--- src/hw/rtl/rrvc_pkg.sv ---
`default_nettype none

package rrvc_pkg;

  // field widths of the item channels
  localparam int unsigned MODE_W  = 2;
  localparam int unsigned POS_W   = 10;
  localparam int unsigned VALUE_W = 11;
  localparam int unsigned COUNT_W = 11;

  // default number of entries
  localparam int unsigned SIZE_DEFAULT = 1024;

  // operation codes
  localparam logic [MODE_W-1:0] MODE_LOAD   = 2'd0;
  localparam logic [MODE_W-1:0] MODE_ROTATE = 2'd1;
  localparam logic [MODE_W-1:0] MODE_COUNT  = 2'd2;

  // sequencer to compare/count unit
  typedef struct packed {
    logic clear;
    logic step;
  } match_ctrl_t;

endpackage

`default_nettype wire

--- src/hw/rtl/rrvc_seq.sv ---
`default_nettype none

module rrvc_seq #(
  parameter int unsigned SIZE = rrvc_pkg::SIZE_DEFAULT,
  localparam int unsigned AW = (SIZE > 1) ? $clog2(SIZE) : 1
) (
  input  wire logic                         clk_i,
  input  wire logic                         rst_ni,
  input  wire logic                         in_valid_i,
  output logic                              in_stall_o,
  input  wire logic [rrvc_pkg::MODE_W-1:0]  mode_i,
  input  wire logic [rrvc_pkg::POS_W-1:0]   position_low_i,
  input  wire logic [rrvc_pkg::POS_W-1:0]   position_high_i,
  input  wire logic [rrvc_pkg::VALUE_W-1:0] item_value_i,
  input  wire logic                         out_free_i,
  output logic                              done_o,
  output logic                              ram_we_o,
  output logic      [AW-1:0]                ram_waddr_o,
  output logic      [rrvc_pkg::VALUE_W-1:0] ram_wdata_o,
  output logic      [AW-1:0]                ram_raddr_o,
  input  wire logic [rrvc_pkg::VALUE_W-1:0] ram_rdata_i,
  output rrvc_pkg::match_ctrl_t             match_ctrl_o,
  output logic      [rrvc_pkg::VALUE_W-1:0] value_o
);

  typedef enum logic [4:0] {
    ST_IDLE   = 5'b00001,
    ST_LOAD   = 5'b00010,
    ST_RUN    = 5'b00100,
    ST_DRAIN  = 5'b01000,
    ST_FINISH = 5'b10000
  } state_e;

  state_e state_q, state_d;

  logic [rrvc_pkg::MODE_W-1:0]  mode_q;
  logic [AW-1:0]                lo_q, hi_q, ptr_q, ptr_d;
  logic [rrvc_pkg::VALUE_W-1:0] value_q;
  logic                         rd_valid_q, rd_valid_d;
  logic                         rd_last_q;
  logic [AW-1:0]                rd_addr_q;

  logic          accept;
  logic [AW-1:0] pos_a, pos_b, lo_in, hi_in;

  // positions beyond the array clamp to the last entry
  always_comb begin
    if (32'(position_low_i) >= 32'(SIZE)) begin
      pos_a = AW'(SIZE - 1);
    end else begin
      pos_a = AW'(32'(position_low_i));
    end
    if (32'(position_high_i) >= 32'(SIZE)) begin
      pos_b = AW'(SIZE - 1);
    end else begin
      pos_b = AW'(32'(position_high_i));
    end
    // reversed range swaps, a load uses the low position as is
    if ((mode_i != rrvc_pkg::MODE_LOAD) && (pos_b < pos_a)) begin
      lo_in = pos_b;
      hi_in = pos_a;
    end else begin
      lo_in = pos_a;
      hi_in = pos_b;
    end
  end

  assign in_stall_o = (state_q != ST_IDLE);
  assign accept     = in_valid_i && !in_stall_o;

  always_comb begin
    state_d    = state_q;
    ptr_d      = ptr_q;
    rd_valid_d = 1'b0;
    done_o     = 1'b0;
    case (state_q)
      ST_IDLE: begin
        if (accept) begin
          ptr_d = lo_in;
          if (mode_i == rrvc_pkg::MODE_LOAD) begin
            state_d = ST_LOAD;
          end else if ((mode_i == rrvc_pkg::MODE_ROTATE) ||
                       (mode_i == rrvc_pkg::MODE_COUNT)) begin
            state_d = ST_RUN;
          end else begin
            state_d = ST_FINISH;
          end
        end
      end
      ST_LOAD: begin
        state_d = ST_FINISH;
      end
      ST_RUN: begin
        rd_valid_d = 1'b1;
        if (ptr_q == hi_q) begin
          state_d = ST_DRAIN;
        end else begin
          ptr_d = ptr_q + 1'b1;
        end
      end
      ST_DRAIN: begin
        state_d = ST_FINISH;
      end
      ST_FINISH: begin
        if (out_free_i) begin
          done_o  = 1'b1;
          state_d = ST_IDLE;
        end
      end
      default: begin
        state_d = ST_IDLE;
      end
    endcase
  end

  always_ff @(posedge clk_i or negedge rst_ni) begin
    if (!rst_ni) begin
      state_q    <= ST_IDLE;
      rd_valid_q <= 1'b0;
    end else begin
      state_q    <= state_d;
      rd_valid_q <= rd_valid_d;
    end
  end

  always_ff @(posedge clk_i) begin
    if (accept) begin
      mode_q  <= mode_i;
      lo_q    <= lo_in;
      hi_q    <= hi_in;
      value_q <= item_value_i;
    end
    ptr_q     <= ptr_d;
    rd_last_q <= (ptr_q == hi_q);
    rd_addr_q <= ptr_q;
  end

  // rotate: each entry read moves up one place, the top one wraps to the low end
  always_comb begin
    ram_raddr_o = ptr_q;
    ram_we_o    = 1'b0;
    ram_waddr_o = lo_q;
    ram_wdata_o = value_q;
    if (state_q == ST_LOAD) begin
      ram_we_o = 1'b1;
    end else if (rd_valid_q && (mode_q == rrvc_pkg::MODE_ROTATE)) begin
      ram_we_o    = 1'b1;
      ram_wdata_o = ram_rdata_i;
      ram_waddr_o = rd_last_q ? lo_q : (rd_addr_q + 1'b1);
    end
  end

  assign match_ctrl_o.clear = accept;
  assign match_ctrl_o.step  = rd_valid_q && (mode_q == rrvc_pkg::MODE_COUNT);
  assign value_o            = value_q;

endmodule

`default_nettype wire

--- config.mk ---
export PLATFORM = sky130hd
export DESIGN_NAME = rrvc_seq
export DESIGN_NICKNAME = d
export VERILOG_FILES = /design/src/hw/rtl/rrvc_pkg.sv /design/src/hw/rtl/rrvc_seq.sv
export SDC_FILE = /design/constraint.sdc
export NUM_CORES = 1
export LEC_CHECK = 0
export BUFFER_PORTS_ARGS = -buffer_cell sky130_fd_sc_hd__buf_4
export CORE_MARGIN = 4
export CORE_UTILIZATION = 56
export CTS_CLUSTER_SIZE = 24
export DETAILED_ROUTE_END_ITERATION = 12
export GPL_TIMING_DRIVEN = 0
export PLACE_DENSITY = 0.85
export SYNTH_ARGS = -nofsm -noshare
export SYNTH_HDL_FRONTEND = slang
export SYNTH_SLANG_ARGS = --single-unit
--- constraint.sdc ---
create_clock -name clk_i -period 4.45 [get_ports clk_i]
set_input_delay 0.445 -clock clk_i [delete_from_list [all_inputs] [get_ports clk_i]]
set_output_delay 0.445 -clock clk_i [all_outputs]
set_load 0.03 [all_outputs]
==> metrics.md <==
| Metric | Value |
|---|---|
| Post-synth EDFFs | 43 |
| Leak | roughly 1.8 nW |
| Cell count after synthesis | 307 |
| GRT overflow | 0 |
| Hold Vio Cnt, Final | 0 |
| Cell family with most CP delay | simple AND/OR/NAND/NOR gates |
| Fmax | 331.0 MHz |
| Die height | 84.42 µm |
| Clock slew at reported path FFs | about 0.07 ns |
| Final TNS setup | 0 ns |
| CP Data Required Time | approximately 4 ns |
| Synthesized flop and latch total | 60 |
| Post-synthesis cell type count | 47 |
| Reg2reg setup slack | around 1.5 ns |
| DIE AREA | a little over 7000 µm² |
| HPWL after detailed placement | 6.081 mm |
| Clock Skew | 0.008600 ns |
| Post_cts resized | 0 |
| Layout cells sized above 1 | between 30% and 40% |
| Number of remaining DRC errors | 0 |
| DRT iter0 DRCs | 223 |
| Worst-margin pin slew | approximately 0.84 ns |
| Startpoint Class | register |
| Slowest cell on crit path | and2_2 |
| Diode count | 0 |
| Clock sink count | 60 |
| CP arrival | 2.58 ns |
| Pin count of the biggest net entering global routing | 37 |
| P per Cell Area | approximately 620 nW/µm² |
| Area delta synth->final | 30.99% |
| Vias in the first global route | between 2000 and 3000 |
| GRT Total Usage | approximately a quarter |
| Dpl cell area | approximately 4000 µm² |
| Final setup vio count | 0 |
| First-pass GRT wire length | between 10 and 15 mm |
| Crit Path Class | reg2out |
| H-tree Lvls | 3 |
| Drt wl/cell | roughly 17 µm |
| Max-slew headroom | about 44% |
| Max-slew violations | 0 |
| Io pins | 95 |
| Maxcap violations | 0 |
| Worst-skew pair later-pin latency | approximately 0.34 ns |
| Rows | 27 |
| Hold/Removal Path Class | in2reg |
| Final Non-Filler Cells | 490 |
| Synth Warn # | 0 |
| Ys flop type | edfxtp_1 |
| CP endpoint kind | primary output |
| Total core area | between 5000 and 6000 µm² |
| GP Congestion | just over 0.9 |
| Clock buffer depth | 2 |
| Min Hold Slack | around 0.28 ns |
| Drt total wl | 8.088 mm |
| Post-CTS setup buffers | 0 |
| Ys async rst share | around 10% |
| Vias per cell | between 5 and 6 |
| Buffers & Inverters on Critical Path | 2 |
| Post-route ant nets | 0 |
| Post-route cell area | between 4000 and 5000 µm² |
| DR pass1 iterations | 6 |
| Crit Path Max Fanout | 36 |
| Worst vdd ir | 0.4621 mV |
| Syn nets | about 370 |
| Mean Syn Cell Area | ~11 µm² |
| RSZ-0062 raised after global routing | no |
| Initial Util | about three fifths |
| Overall die width | 84.42 µm |
| Number of CTS-inserted buffers | 9 |
| Placed instance count | about 470 |
| Root Buffer | clkbuf_8 |
| CP cell instances | nand2b_1 > nor4_1 > and2_2 > buf_4 > buf_4 |
| Share of the yosys chip area belonging to registers | 50.84% |
| Initial antenna violation count | 0 |
| PortBufs | 94 |
| CP max stage delay | around 0.79 ns |
| CTS tree | done |
| Most used cell, CP | buf_4 |
| Fin crit period | approximately 3 ns |
| Status | complete, no violations |
| Fin nets | between 400 and 500 |
| Detailed-route via count | 2765 |
| Post-Syn Area | between 3000 and 4000 µm² |
| Period utilization | ~68% |
## worst paths after layout
path | start | endpoint | cells past startpoint
max in group asynchronous | rst_ni | state_q[0] | 2
min in group asynchronous | rst_ni | state_q[3] | 2
setup / recovery | state_q[0] | match_ctrl_o[1] | 5
hold reg to reg | ram_raddr_o[4] | rd_addr_q[4] | 0
setup reg to reg | state_q[0] | ram_raddr_o[9] | 5
hold / removal | item_value_i[5] | value_o[5] | 1
## synthesized netlist by cell type (2+ instances only)
master | n | area (µm²)
buf_6 | 2 | 22.52
and2_1 | 3 | 18.77
o21ai_0 | 32 | 160.2
clkbuf_1 | 2 | 7.510
buf_4 | 3 | 22.52
nand4_1 | 6 | 37.54
nand3b_1 | 3 | 22.52
ha_1 | 13 | 162.7
nand3_1 | 17 | 85.08
dfrtp_1 | 5 | 125.1
a21oi_2 | 3 | 26.28
xnor2_1 | 15 | 131.4
mux2_2 | 13 | 146.4
buf_2 | 6 | 30.03
nand2b_1 | 3 | 18.77
edfxtp_1 | 43 | 1291
xor2_1 | 11 | 96.34
nor2_2 | 2 | 12.51
nor2_1 | 24 | 90.09
a21o_1 | 2 | 15.01
dfxtp_1 | 11 | 220.2
and4_1 | 2 | 17.52
nand2_1 | 22 | 82.58
a31oi_1 | 11 | 68.82
a22oi_1 | 8 | 60.06
inv_1 | 15 | 56.30
a21oi_1 | 10 | 50.05
## per-stage QoR
stage,setup slack [ns],utilization [%],power (W)
global route,1.231,76.86,0.002792
finish,1.429,76.86,0.002652
floorplan,1.663,-,0.001733
global placement,1.083,72.95,0.002095
detailed placement,1.473,72.97,0.002129
CTS,1.405,76.86,0.002650
## final cells by class
| cell class | instances | area [µm²] |
|---|---|---|
| repair buffers | 95 | 715.7 |
| clock inverters | 6 | 78.83 |
| inverters | 15 | 56.30 |
| multi-input cells | 218 | 1465 |
| clock buffers | 10 | 127.6 |
| flip-flops and latches | 60 | 1663 |
| well taps | 72 | 90.09 |
| fillers | 394 | 1290 |
| plain buffers | 14 | 87.58 |
## report_power, final
| part | switching [W] | internal (W) |
|---|---|---|
| Clock | 0.000209 | 0.000310 |
| Sequential | 0.000165 | 0.000845 |
| Combinational | 0.000689 | 0.000434 |
| Total | 0.00106 | 0.00159 |
## per-layer routing
layer,share of wire (%),track usage [%],wire (µm),vias to the layer above
met1,39,27.23,3178,1265
li1,-,-,-,1324
met5,0,0,0,-
met4,2.2,9.496,181,0
met3,7.4,6.183,595,22
met2,51,40.82,4133,154
## cell usage in the layout (no fill, tap or decap), types with 2 or more instances in the layout
cell type | synthesis | routed
buf_4 | 3 | 97
edfxtp_1 | 43 | 43
o21ai_0 | 32 | 32
nor2_1 | 24 | 24
nand2_1 | 22 | 22
nand3_1 | 17 | 17
inv_1 | 15 | 15
xnor2_1 | 15 | 15
mux2_2 | 13 | 13
ha_1 | 13 | 13
a31oi_1 | 11 | 11
xor2_1 | 11 | 11
dfxtp_1 | 11 | 11
a21oi_1 | 10 | 10
clkbuf_8 | 0 | 9
a22oi_1 | 8 | 8
nand4_1 | 6 | 6
buf_2 | 6 | 6
dfrtp_1 | 5 | 5
nand2b_1 | 3 | 3
clkbuf_1 | 2 | 3
a21oi_2 | 3 | 3
nand3b_1 | 3 | 3
clkinv_1 | 0 | 3
a21o_1 | 2 | 2
nor2_2 | 2 | 2
and4_1 | 2 | 2
buf_6 | 2 | 2
and2_1 | 3 | 2
bufinv_16 | 0 | 2
## logic make-up (layout without fill, tap and decap cells)
family / count (synthesis) / after routing / share of synthesized area, %
AND/OR/NAND/NOR: 90 / 90 / 13.73
XOR/XNOR: 26 / 26 / 6.963
buffers and inverters: 29 / 140 / 4.399
multiplexers: 15 / 15 / 5.241
AO/OA/AOI/OAI: 74 / 74 / 13.85
adder cells (fa/ha/maj): 13 / 13 / 4.973
flip-flops: 60 / 60 / 50.84
## worst register-to-register path: cells and delay by family (launching register included)
family	cells	cell delay (ns)
and+or+nand+nor	5	1.99
DFF	1	0.60
## state kept, by name (all words and copies together) (netlist names)
signal	cells
hi_q	10
lo_q	10
mode_q	2
ram_raddr_o	10
rd_addr_q	10
rd_last_q	1
rd_valid_q	1
state_q	5
value_o	11
## timing repair
| item | 4_1_cts | 5_1_grt |
|---|---|---|
| setup endpoints to repair | 0 | 0 |
| hold endpoints to repair | 5 | 0 |
| hold buffers | 1 | 0 |
Note: power is estimated with default switching activity, not from simulation.
