### src/hw/rtl/rrvc_pkg.sv
`default_nettype none

package rrvc_pkg;

  // field widths of the item channels
  localparam int unsigned MODE_W  = 2;
  localparam int unsigned POS_W   = 10;
  localparam int unsigned VALUE_W = 11;
  localparam int unsigned COUNT_W = 11;

  // default number of entries
  localparam int unsigned SIZE_DEFAULT = 1024;

  // operation codes
  localparam logic [MODE_W-1:0] MODE_LOAD   = 2'd0;
  localparam logic [MODE_W-1:0] MODE_ROTATE = 2'd1;
  localparam logic [MODE_W-1:0] MODE_COUNT  = 2'd2;

  // sequencer to compare/count unit
  typedef struct packed {
    logic clear;
    logic step;
  } match_ctrl_t;

endpackage

`default_nettype wire

### src/hw/rtl/rrvc_match.sv
`default_nettype none

module rrvc_match #(
  parameter int unsigned SIZE = rrvc_pkg::SIZE_DEFAULT,
  localparam int unsigned CW = $clog2(SIZE + 1)
) (
  input  wire logic                         clk_i,
  input  wire logic                         rst_ni,
  input  wire rrvc_pkg::match_ctrl_t        ctrl_i,
  input  wire logic [rrvc_pkg::VALUE_W-1:0] rdata_i,
  input  wire logic [rrvc_pkg::VALUE_W-1:0] value_i,
  output logic      [rrvc_pkg::COUNT_W-1:0] count_o
);

  logic [CW-1:0] cnt_q, cnt_d;

  always_comb begin
    cnt_d = cnt_q;
    if (ctrl_i.clear) begin
      cnt_d = '0;
    end else if (ctrl_i.step && (rdata_i == value_i)) begin
      cnt_d = cnt_q + 1'b1;
    end
  end

  always_ff @(posedge clk_i or negedge rst_ni) begin
    if (!rst_ni) begin
      cnt_q <= '0;
    end else begin
      cnt_q <= cnt_d;
    end
  end

  assign count_o = rrvc_pkg::COUNT_W'(cnt_q);

endmodule

`default_nettype wire

### config.mk
export PLATFORM = sky130hd
export DESIGN_NAME = rrvc_match
export DESIGN_NICKNAME = d
export VERILOG_FILES = /design/src/hw/rtl/rrvc_pkg.sv /design/src/hw/rtl/rrvc_match.sv
export SDC_FILE = /design/constraint.sdc
export NUM_CORES = 1
export LEC_CHECK = 0
export BUFFER_PORTS_ARGS = -buffer_cell sky130_fd_sc_hd__buf_2
export CAP_MARGIN = 20
export CORE_MARGIN = 2
export CORE_UTILIZATION = 41
export CTS_CLUSTER_DIAMETER = 120
export CTS_CLUSTER_SIZE = 10
export DETAILED_ROUTE_END_ITERATION = 12
export PLACE_DENSITY_LB_ADDON = 0.05
export SLEW_MARGIN = 5
export SYNTH_ARGS = -nofsm -noshare
export SYNTH_HDL_FRONTEND = slang
export SYNTH_SLANG_ARGS = --single-unit
### constraint.sdc
create_clock -name clk_i -period 1.54 [get_ports clk_i]
set_input_delay 0.154 -clock clk_i [delete_from_list [all_inputs] [get_ports clk_i]]
set_output_delay 0.154 -clock clk_i [all_outputs]
set_load 0.1 [all_outputs]
==> results of run 1 <==
## through the flow
step	std cells	setup WS [ns]
after floorplan	83	-0.1787
after CTS	152	0.02494
final	152	0.04277
after global placement	147	-0.05266
after global routing	152	-0.04211
after detailed placement	147	-0.1004
## logic make-up (layout without fill, tap and decap cells)
| family | count (synthesis) | in the layout | synth area share |
|---|---|---|---|
| AND/OR/NAND/NOR | 46 | 46 | 0.3727 |
| multiplexers | 11 | 11 | 0.1485 |
| buffers and inverters | 3 | 45 | 0.01364 |
| flip-flops | 11 | 11 | 0.3333 |
| adder cells (fa/ha/maj) | 1 | 1 | 0.01515 |
| XOR/XNOR | 11 | 11 | 0.1167 |
## area by class of cell
class / instances / area [um2] / area share
inverters: 1 / 3.754 / 0.003250
well taps: 27 / 33.78 / 0.02925
clock buffers: 4 / 26.28 / 0.02275
flip-flops and latches: 11 / 305.3 / 0.2644
multi-input cells: 69 / 573.1 / 0.4962
repair buffers: 40 / 212.7 / 0.1842
## synthesized netlist by cell type (all sizes together)
cell type	n
dfrtp	11
xnor2	11
mux2	10
nor2	10
nor2b	10
nor4	8
nand4	6
and3	3
nand3	3
clkbuf	2
nand2b	2
and4	1
ha	1
inv	1
mux2i	1
nand2	1
nor3	1
nor4b	1
## metal layers
layer	vias to the layer above	GRT usage	wire [um]
met4	0	0.07143	15
met1	353	0.1992	843
met3	2	0.04294	156
li1	382	-	-
met5	-	0	0
met2	30	0.3105	896
## report_power, final
part / internal [uW] / total [uW] / switching (uW)
Clock: 100 / 201 / 101
Sequential: 288 / 288 / 0.0256
Combinational: 56.0 / 121 / 65.2
## critical path, cell delays in order, from the launching register on
cell,delay (ns)
sky130_fd_sc_hd__dfrtp_4,0.45
sky130_fd_sc_hd__and4_4,0.25
sky130_fd_sc_hd__nand4_1,0.12
sky130_fd_sc_hd__nor4_2,0.18
sky130_fd_sc_hd__mux2_2,0.36
## how the worst max path moves through the flow
stage | from | end | depth (start not counted) | slack [ns]
3_3_place_gp | value_i[7] | count_o[10] | 5 | -0.05
6_report | count_o[3] | count_o[8] | 4 | 0.04
4_1_cts | count_o[0] | count_o[10] | 5 | 0.02
3_5_place_dp | value_i[0] | count_o[8] | 5 | -0.10
5_1_grt | count_o[0] | count_o[10] | 5 | -0.04
2_1_floorplan | count_o[0] | count_o[10] | 5 | -0.18
## what timing repair did
action | 4_1_cts | 5_1_grt
hold buffers | 1 | 0
endpoints found under the setup margin | 3 | 4
gates resized for setup | 3 | 0
endpoints found under the hold margin | 11 | 0
## layout by cell type (no fill, tap or decap), types with 2 or more instances in the layout
cell                        n
sky130_fd_sc_hd__buf_2     36
sky130_fd_sc_hd__xnor2_1   11
sky130_fd_sc_hd__nor2b_1   10
sky130_fd_sc_hd__nor2_1    10
sky130_fd_sc_hd__mux2_1     8
sky130_fd_sc_hd__dfrtp_4    7
sky130_fd_sc_hd__nor4_1     5
sky130_fd_sc_hd__nand4_1    3
sky130_fd_sc_hd__nor4_2     3
sky130_fd_sc_hd__and3_1     3
sky130_fd_sc_hd__nand3_1    3
sky130_fd_sc_hd__clkbuf_4   3
sky130_fd_sc_hd__dfrtp_2    3
sky130_fd_sc_hd__buf_4      3
sky130_fd_sc_hd__nand4_4    2
sky130_fd_sc_hd__mux2_2     2
sky130_fd_sc_hd__nand2b_1   2
==> summary by stage, run 1 <==
Drt
In the routed design, unresolved DRC markers number 0. The number of iterations in the first detailed-routing pass is 4. The number of DRC violations after detailed-routing iteration 0 is 8. The count of nets left with antenna violations once routing finished came out at 0. The overall routed net length is 1.912 mm. The total number of vias is 767. The final routed wire length divided by cell count is 12.58 um. The detailed-route vias per instance is 5.046.

Critical path
The worst flop-to-flop path startpoint is count_o[3]. The arrival time reported for the critical path endpoint is 1.64 ns. The endpoint of the worst register-to-register path is count_o[8]. The critical path is of the reg2reg type.

The kind of end point of the critical path is a flip-flop. The worst setup path is launched from a flip-flop. The number of cells on the worst reg-to-reg path is 4. The highest net fanout along the worst path is 7. At the worst endpoint, the required time is 1.69 ns. The internal reg-to-reg setup slack is 0.04 ns.

Synth
The number of nets in the synthesized netlist is 110. Averaged over all synthesized cells, the footprint is 9.949 um2. The post-synthesis cell area is 825.8 um2. sky130_fd_sc_hd__dfrtp_1 takes more of the synthesized area than any other cell.

The number of different library cells in the post-synthesis netlist is 21. The cell count after synthesis is 83. Ranked by total cell area, the synthesized netlist is headed by sky130_fd_sc_hd__dfrtp_1 33%, sky130_fd_sc_hd__xnor2_1 12%, sky130_fd_sc_hd__mux2_1 11%, sky130_fd_sc_hd__nor2b_1 7.6%, sky130_fd_sc_hd__nor4_1 6.1%. The register area share after synthesis is 0.3333. Of the post-synthesis cell area, the dominant cell type holds 0.3333. The register bit count reported by yosys is 11. For this run, the number of Yosys warnings is 0.

Clocking
Clock tree synthesis inserted a total of 3 buffers. The number of levels in the clock H-tree is 1. Once the clock tree was built, the setup fixing pass inserted 0 buffers. The TritonCTS clock tree is yes.

Clock tree synthesis selected as its root buffer the cell sky130_fd_sc_hd__clkbuf_4. For this design, the sink count on the clock tree is 11. The clock-pin slew on the worst setup and hold paths is 0.08 ns. The clock passes through at most 2 buffers. At the later pin of the worst-skew pair, clock insertion delay measures 0.27 ns.

Placement
The number of input and output port buffers inserted is 36. In this run the cell area measured after placement is 0.001100 mm2. Summed over all nets, the half-perimeter wirelength after detailed placement is 1.389 mm. The final estimated routing congestion in global placement is 0.7308.

Finish
At the end of the flow the core is filled with cells to 0.6009. Summing all non-filler instances in the final layout gives an area of 0.001155 mm2. The area growth from synthesis to layout is 39.85%. 0 antenna diodes ended up in the layout. The layout has 177 filler cells. The register with the most flip-flops in the layout has 11 of them.

The layout net count is 153. Of the cells placed in the final design, the portion with a size suffix greater than 1 is 0.5120.

STA
Hold timing on the final database bottoms out at a slack of 0.2761 ns. For the final database, setup skew stands at 0.01348 ns. The max-slew violation count is 0. The transition time at the pin with the least slew margin is 0.4889 ns.

The count of endpoints failing hold in the final timing report is 0. The achievable frequency is 0.6679 GHz. Setup repair after global routing could not meet its margin everywhere. The setup TNS is 0 ns.

The number of setup violations in the final report is 0. Subtracting the final worst setup slack from the clock period gives 1.497 ns. The relative slew slack is 0.6763. The share of the clock period used by the worst path is 0.9722.

Die
The die is 48.88 um tall. The total area inside the core boundary comes to 0.001922 mm2. The number of top-level pins is 37. Row generation in the floorplan step produced 16 rows. The initial standard-cell utilization of the core is 0.4297. The floorplan step defined a die boundary enclosing 0.002389 mm2.

From left edge to right edge, the die measures 48.88 um.

Status
The run finished with clean final reports.

Power
IR analysis of the VDD net gives a maximum drop of 0.0004566 V. Total power for the finished layout comes to 610.8 uW. The power density relative to cell area is 528.9 mW/mm2. The leakage power is 0.0005016 uW.

Global routing
The first global-routing pass estimated 3.277 mm of wire. The global-route total usage across every layer is 0.1748. Entering global routing, the biggest net connects 23 pins. The overflow left after global routing is 0. The number of global-route vias before repair is 764. The number of antenna violations at the first check in global routing is 0.

Flow run
Across the run, the number of max-cap violations was 0.

Min path
The type of the most critical hold path is in2async.
(Power assumes the default switching activity.)
==> run 2, diff against run 1 <==
- HOLD_SLACK_MARGIN: unset -> 0.05
- SETUP_SLACK_MARGIN: unset -> 0.15
==> run 2 against run 1 <==
Register-to-register slack barely moved. Setup slack improved by 0.0088 ns. Flip-flop and latch count unchanged. Clock power hardly changed. Cell count increased by 2.0%. Critical path depth did not move. Clock-buffer cell count stayed put. Clock skew fell by 0.0036 ns. Non-clock buffer count grew 2. Largest cell class unchanged. Highest routed layer unchanged.
==> summary by stage, run 2 (synthesized netlist as in run 1, its figures left out) <==
Status
The run finished with clean final reports.

Drt
The total number of vias came to 803 (+4.7%). The detailed-route vias per instance is 5.181 (+2.7%). The number of DRC violations after detailed-routing iteration 0 is 9 (+1). The number of iterations in the first detailed-routing pass came to 4 (unchanged). The overall routed net length was 2.057 mm (+7.6%). The post-route antenna net violation count is 0 (unchanged).

The DRC violation count after routing was 0 (unchanged). The final routed wire length divided by cell count is 13.27 um (+5.5%).

STA
The max-slew violation count was 0 (unchanged). The achievable frequency is 0.6718 GHz (+0.59%). The relative slew slack was 0.6766 (about the same).

The setup skew after layout came to 0.009916 ns (-0.003567 ns). The number of setup violations in the final report is 0 (unchanged). The final worst-path setup slack is 0.05156 ns (+0.008794 ns). Setup repair after global routing could not meet its margin everywhere. The share of the clock period used by the worst path is 0.9665 (-0.005710). The final period demand of the worst path is 1.488 ns (-0.008794 ns). The transition time at the pin with the least slew margin is 0.4884 ns (-0.0004666 ns). The smallest hold slack is 0.2784 ns (+0.002286 ns).

The count of endpoints failing hold in the final timing report came to 0 (unchanged).

Critical path
The data required time of the worst path is 1.69 ns (about the same). The kind of critical path is reg2reg. The element type at the critical path start is a flip-flop. The arrival time reported for the critical path endpoint is 1.64 ns (about the same).

The highest net fanout along the worst path was 7 (unchanged). STA classifies the critical path endpoint as a flip-flop. The internal reg-to-reg setup slack is 0.05 ns (about the same).

Global routing
The overflow left after global routing is 0 (unchanged). The global-route total usage across every layer is 0.1742 (-0.0006523). The largest net degree at the start of global routing is 23 (unchanged). The number of global-route vias before repair came to 763 (-0.13%).

The first-pass GRT wire length came to 3.270 mm (-0.21%). The number of antenna violations at the first check in global routing is 0 (unchanged).

Die
The chip height came to 48.88 um (unchanged). The number of top-level pins is 37 (unchanged). The width of the die is 48.88 um (unchanged). The total die area is 0.002389 mm2 (unchanged).

The placeable core region is 0.001922 mm2 (unchanged). The initial standard-cell utilization of the core is 0.4297 (unchanged). The number of placement rows is 16 (unchanged).

Placement
The number of input and output port buffers inserted is 36 (unchanged). The detailed placer's ending HPWL is 1.389 mm (unchanged). The standard cell area after detailed placement is 0.001100 mm2 (unchanged). The worst slack at placement was -0.1004 ns (unchanged). The final estimated routing congestion in global placement came to 0.7308 (unchanged). The number of instances in the placed design was 147 (unchanged).

Clocking
TritonCTS built the clock tree. CTS placed an instance of sky130_fd_sc_hd__clkbuf_4 at the clock tree root. The number of sinks handled by clock tree synthesis is 11 (unchanged).

The maximum root-to-sink buffer count is 2 (unchanged). The clock-pin slew on the worst setup and hold paths was 0.08 ns (about the same). The source-to-sink clock delay at the later pin of the worst-skew pair is 0.27 ns (about the same). The number of levels in the clock H-tree came to 1 (unchanged). The TritonCTS buffer count is 3 (unchanged).

Power
The leakage power is 0.0005370 uW (+7.1%). The power density relative to cell area is 506.7 mW/mm2 (-4.2%). The share of total power in the clock network is 0.318 (-0.011). The maximum resistive drop on vdd is 0.0004529 V (-0.81%). The proportion of power drawn by flip-flops and latches is 0.459 (-0.013). The net switching power of the design is 176.4 uW (+6.1%). The part of the total power dissipated in combinational logic came to 0.224 (+0.026). The internal power consumption is 452.4 uW (+1.8%). The net switching share of the total power is 0.2805 (+0.008245).

Finish
The diode insertion count for antenna repair is 0 (unchanged). The final standard cell utilization of the core is 0.6458 (+0.04492). The final cell count without fillers is 155 (+2.0%). The layout net count is 156 (+2.0%).

The final instance area was 0.001241 mm2 (+7.5%). The library cell used most frequently in the layout, excluding fill and tap cells, is sky130_fd_sc_hd__buf_2. Compared with the post-synthesis result, the final layout area differs by 50.30%. The library cells used most frequently in the layout, excluding fill and tap cells, are 34 x sky130_fd_sc_hd__buf_2, 10 x sky130_fd_sc_hd__nor2b_1, 10 x sky130_fd_sc_hd__nor2_1, 8 x sky130_fd_sc_hd__mux2_1. The share of layout cells above drive strength 1 came to 0.5859 (+0.07394). The flip-flop count of the largest register, all copies and words added is 11 (unchanged).

Flow run
The number of maximum-capacitance violations is 0 (unchanged).

Min path
The tightest min-delay check is of the in2async type.
## run 2: cell types whose count changed in the layout (fill, tap and decap cells not counted), sizes merged
cell    previous run  this run
nand4              6         7
clkbuf             4         6
## run 2: final cells by class
class / instances / area [um2]
Clock buffer: 4 / 26.28
Fill cell: 163 / 680.7
Inverter: 1 / 3.754
Multi-Input combinational cell: 70 / 639.4
Sequential cell: 11 / 305.3
Tap cell: 27 / 33.78
Timing Repair Buffer: 42 / 232.7
## run 2: stage by stage
stage | setup TNS (ns) | total power, uW
floorplan | -0.6001 | 359.2
global placement | -0.2163 | 409.8
detailed placement | -0.5267 | 412.9
CTS | 0 | 614.4
global route | -0.04521 | 655.5
finish | 0 | 628.9
## run 2: power by group through the flow
stage | clock (uW) | combinational, uW | sequential, uW
final | 200 | 141 | 288
after global routing | 215 | 153 | 288
after CTS | 203 | 123 | 288
after detailed placement | 0 | 118 | 295
after global placement | 0 | 115 | 295
after floorplan | 0 | 64.4 | 295
## run 2: final timing paths
path,start,to,cells after the start
min reg2reg,count_o[10],count_o[10],2
min in group clk_i,ctrl_i[1],count_o[2],3
max reg2reg,count_o[3],count_o[8],4
max,count_o[3],count_o[8],4
max in group asynchronous,rst_ni,count_o[0],2
min,rst_ni,count_o[3],2
## run 2: worst max-delay path, stage by stage (launching register included)
cell and delay, ns:
sky130_fd_sc_hd__dfrtp_4 0.45, sky130_fd_sc_hd__and4_4 0.25, sky130_fd_sc_hd__nand4_1 0.12, sky130_fd_sc_hd__nor4_2 0.18, sky130_fd_sc_hd__mux2_2 0.36
## run 2: metal layers
metal,wire (um),global-route usage,vias to the layer above
met2,986,0.3128,35
met1,874,0.1954,368
met4,29,0.07143,0
met3,165,0.04294,5
li1,-,-,395
met5,0,0,-
## run 2: repair_timing
action                     in CTS  in global routing
hold buffers                    1                  0
setup endpoints to repair       7                 10
buffers inserted                0                  2
gates cloned                    0                  1
pin swaps                       0                  4
hold endpoints to repair       11                  0
resized for setup               3                 10
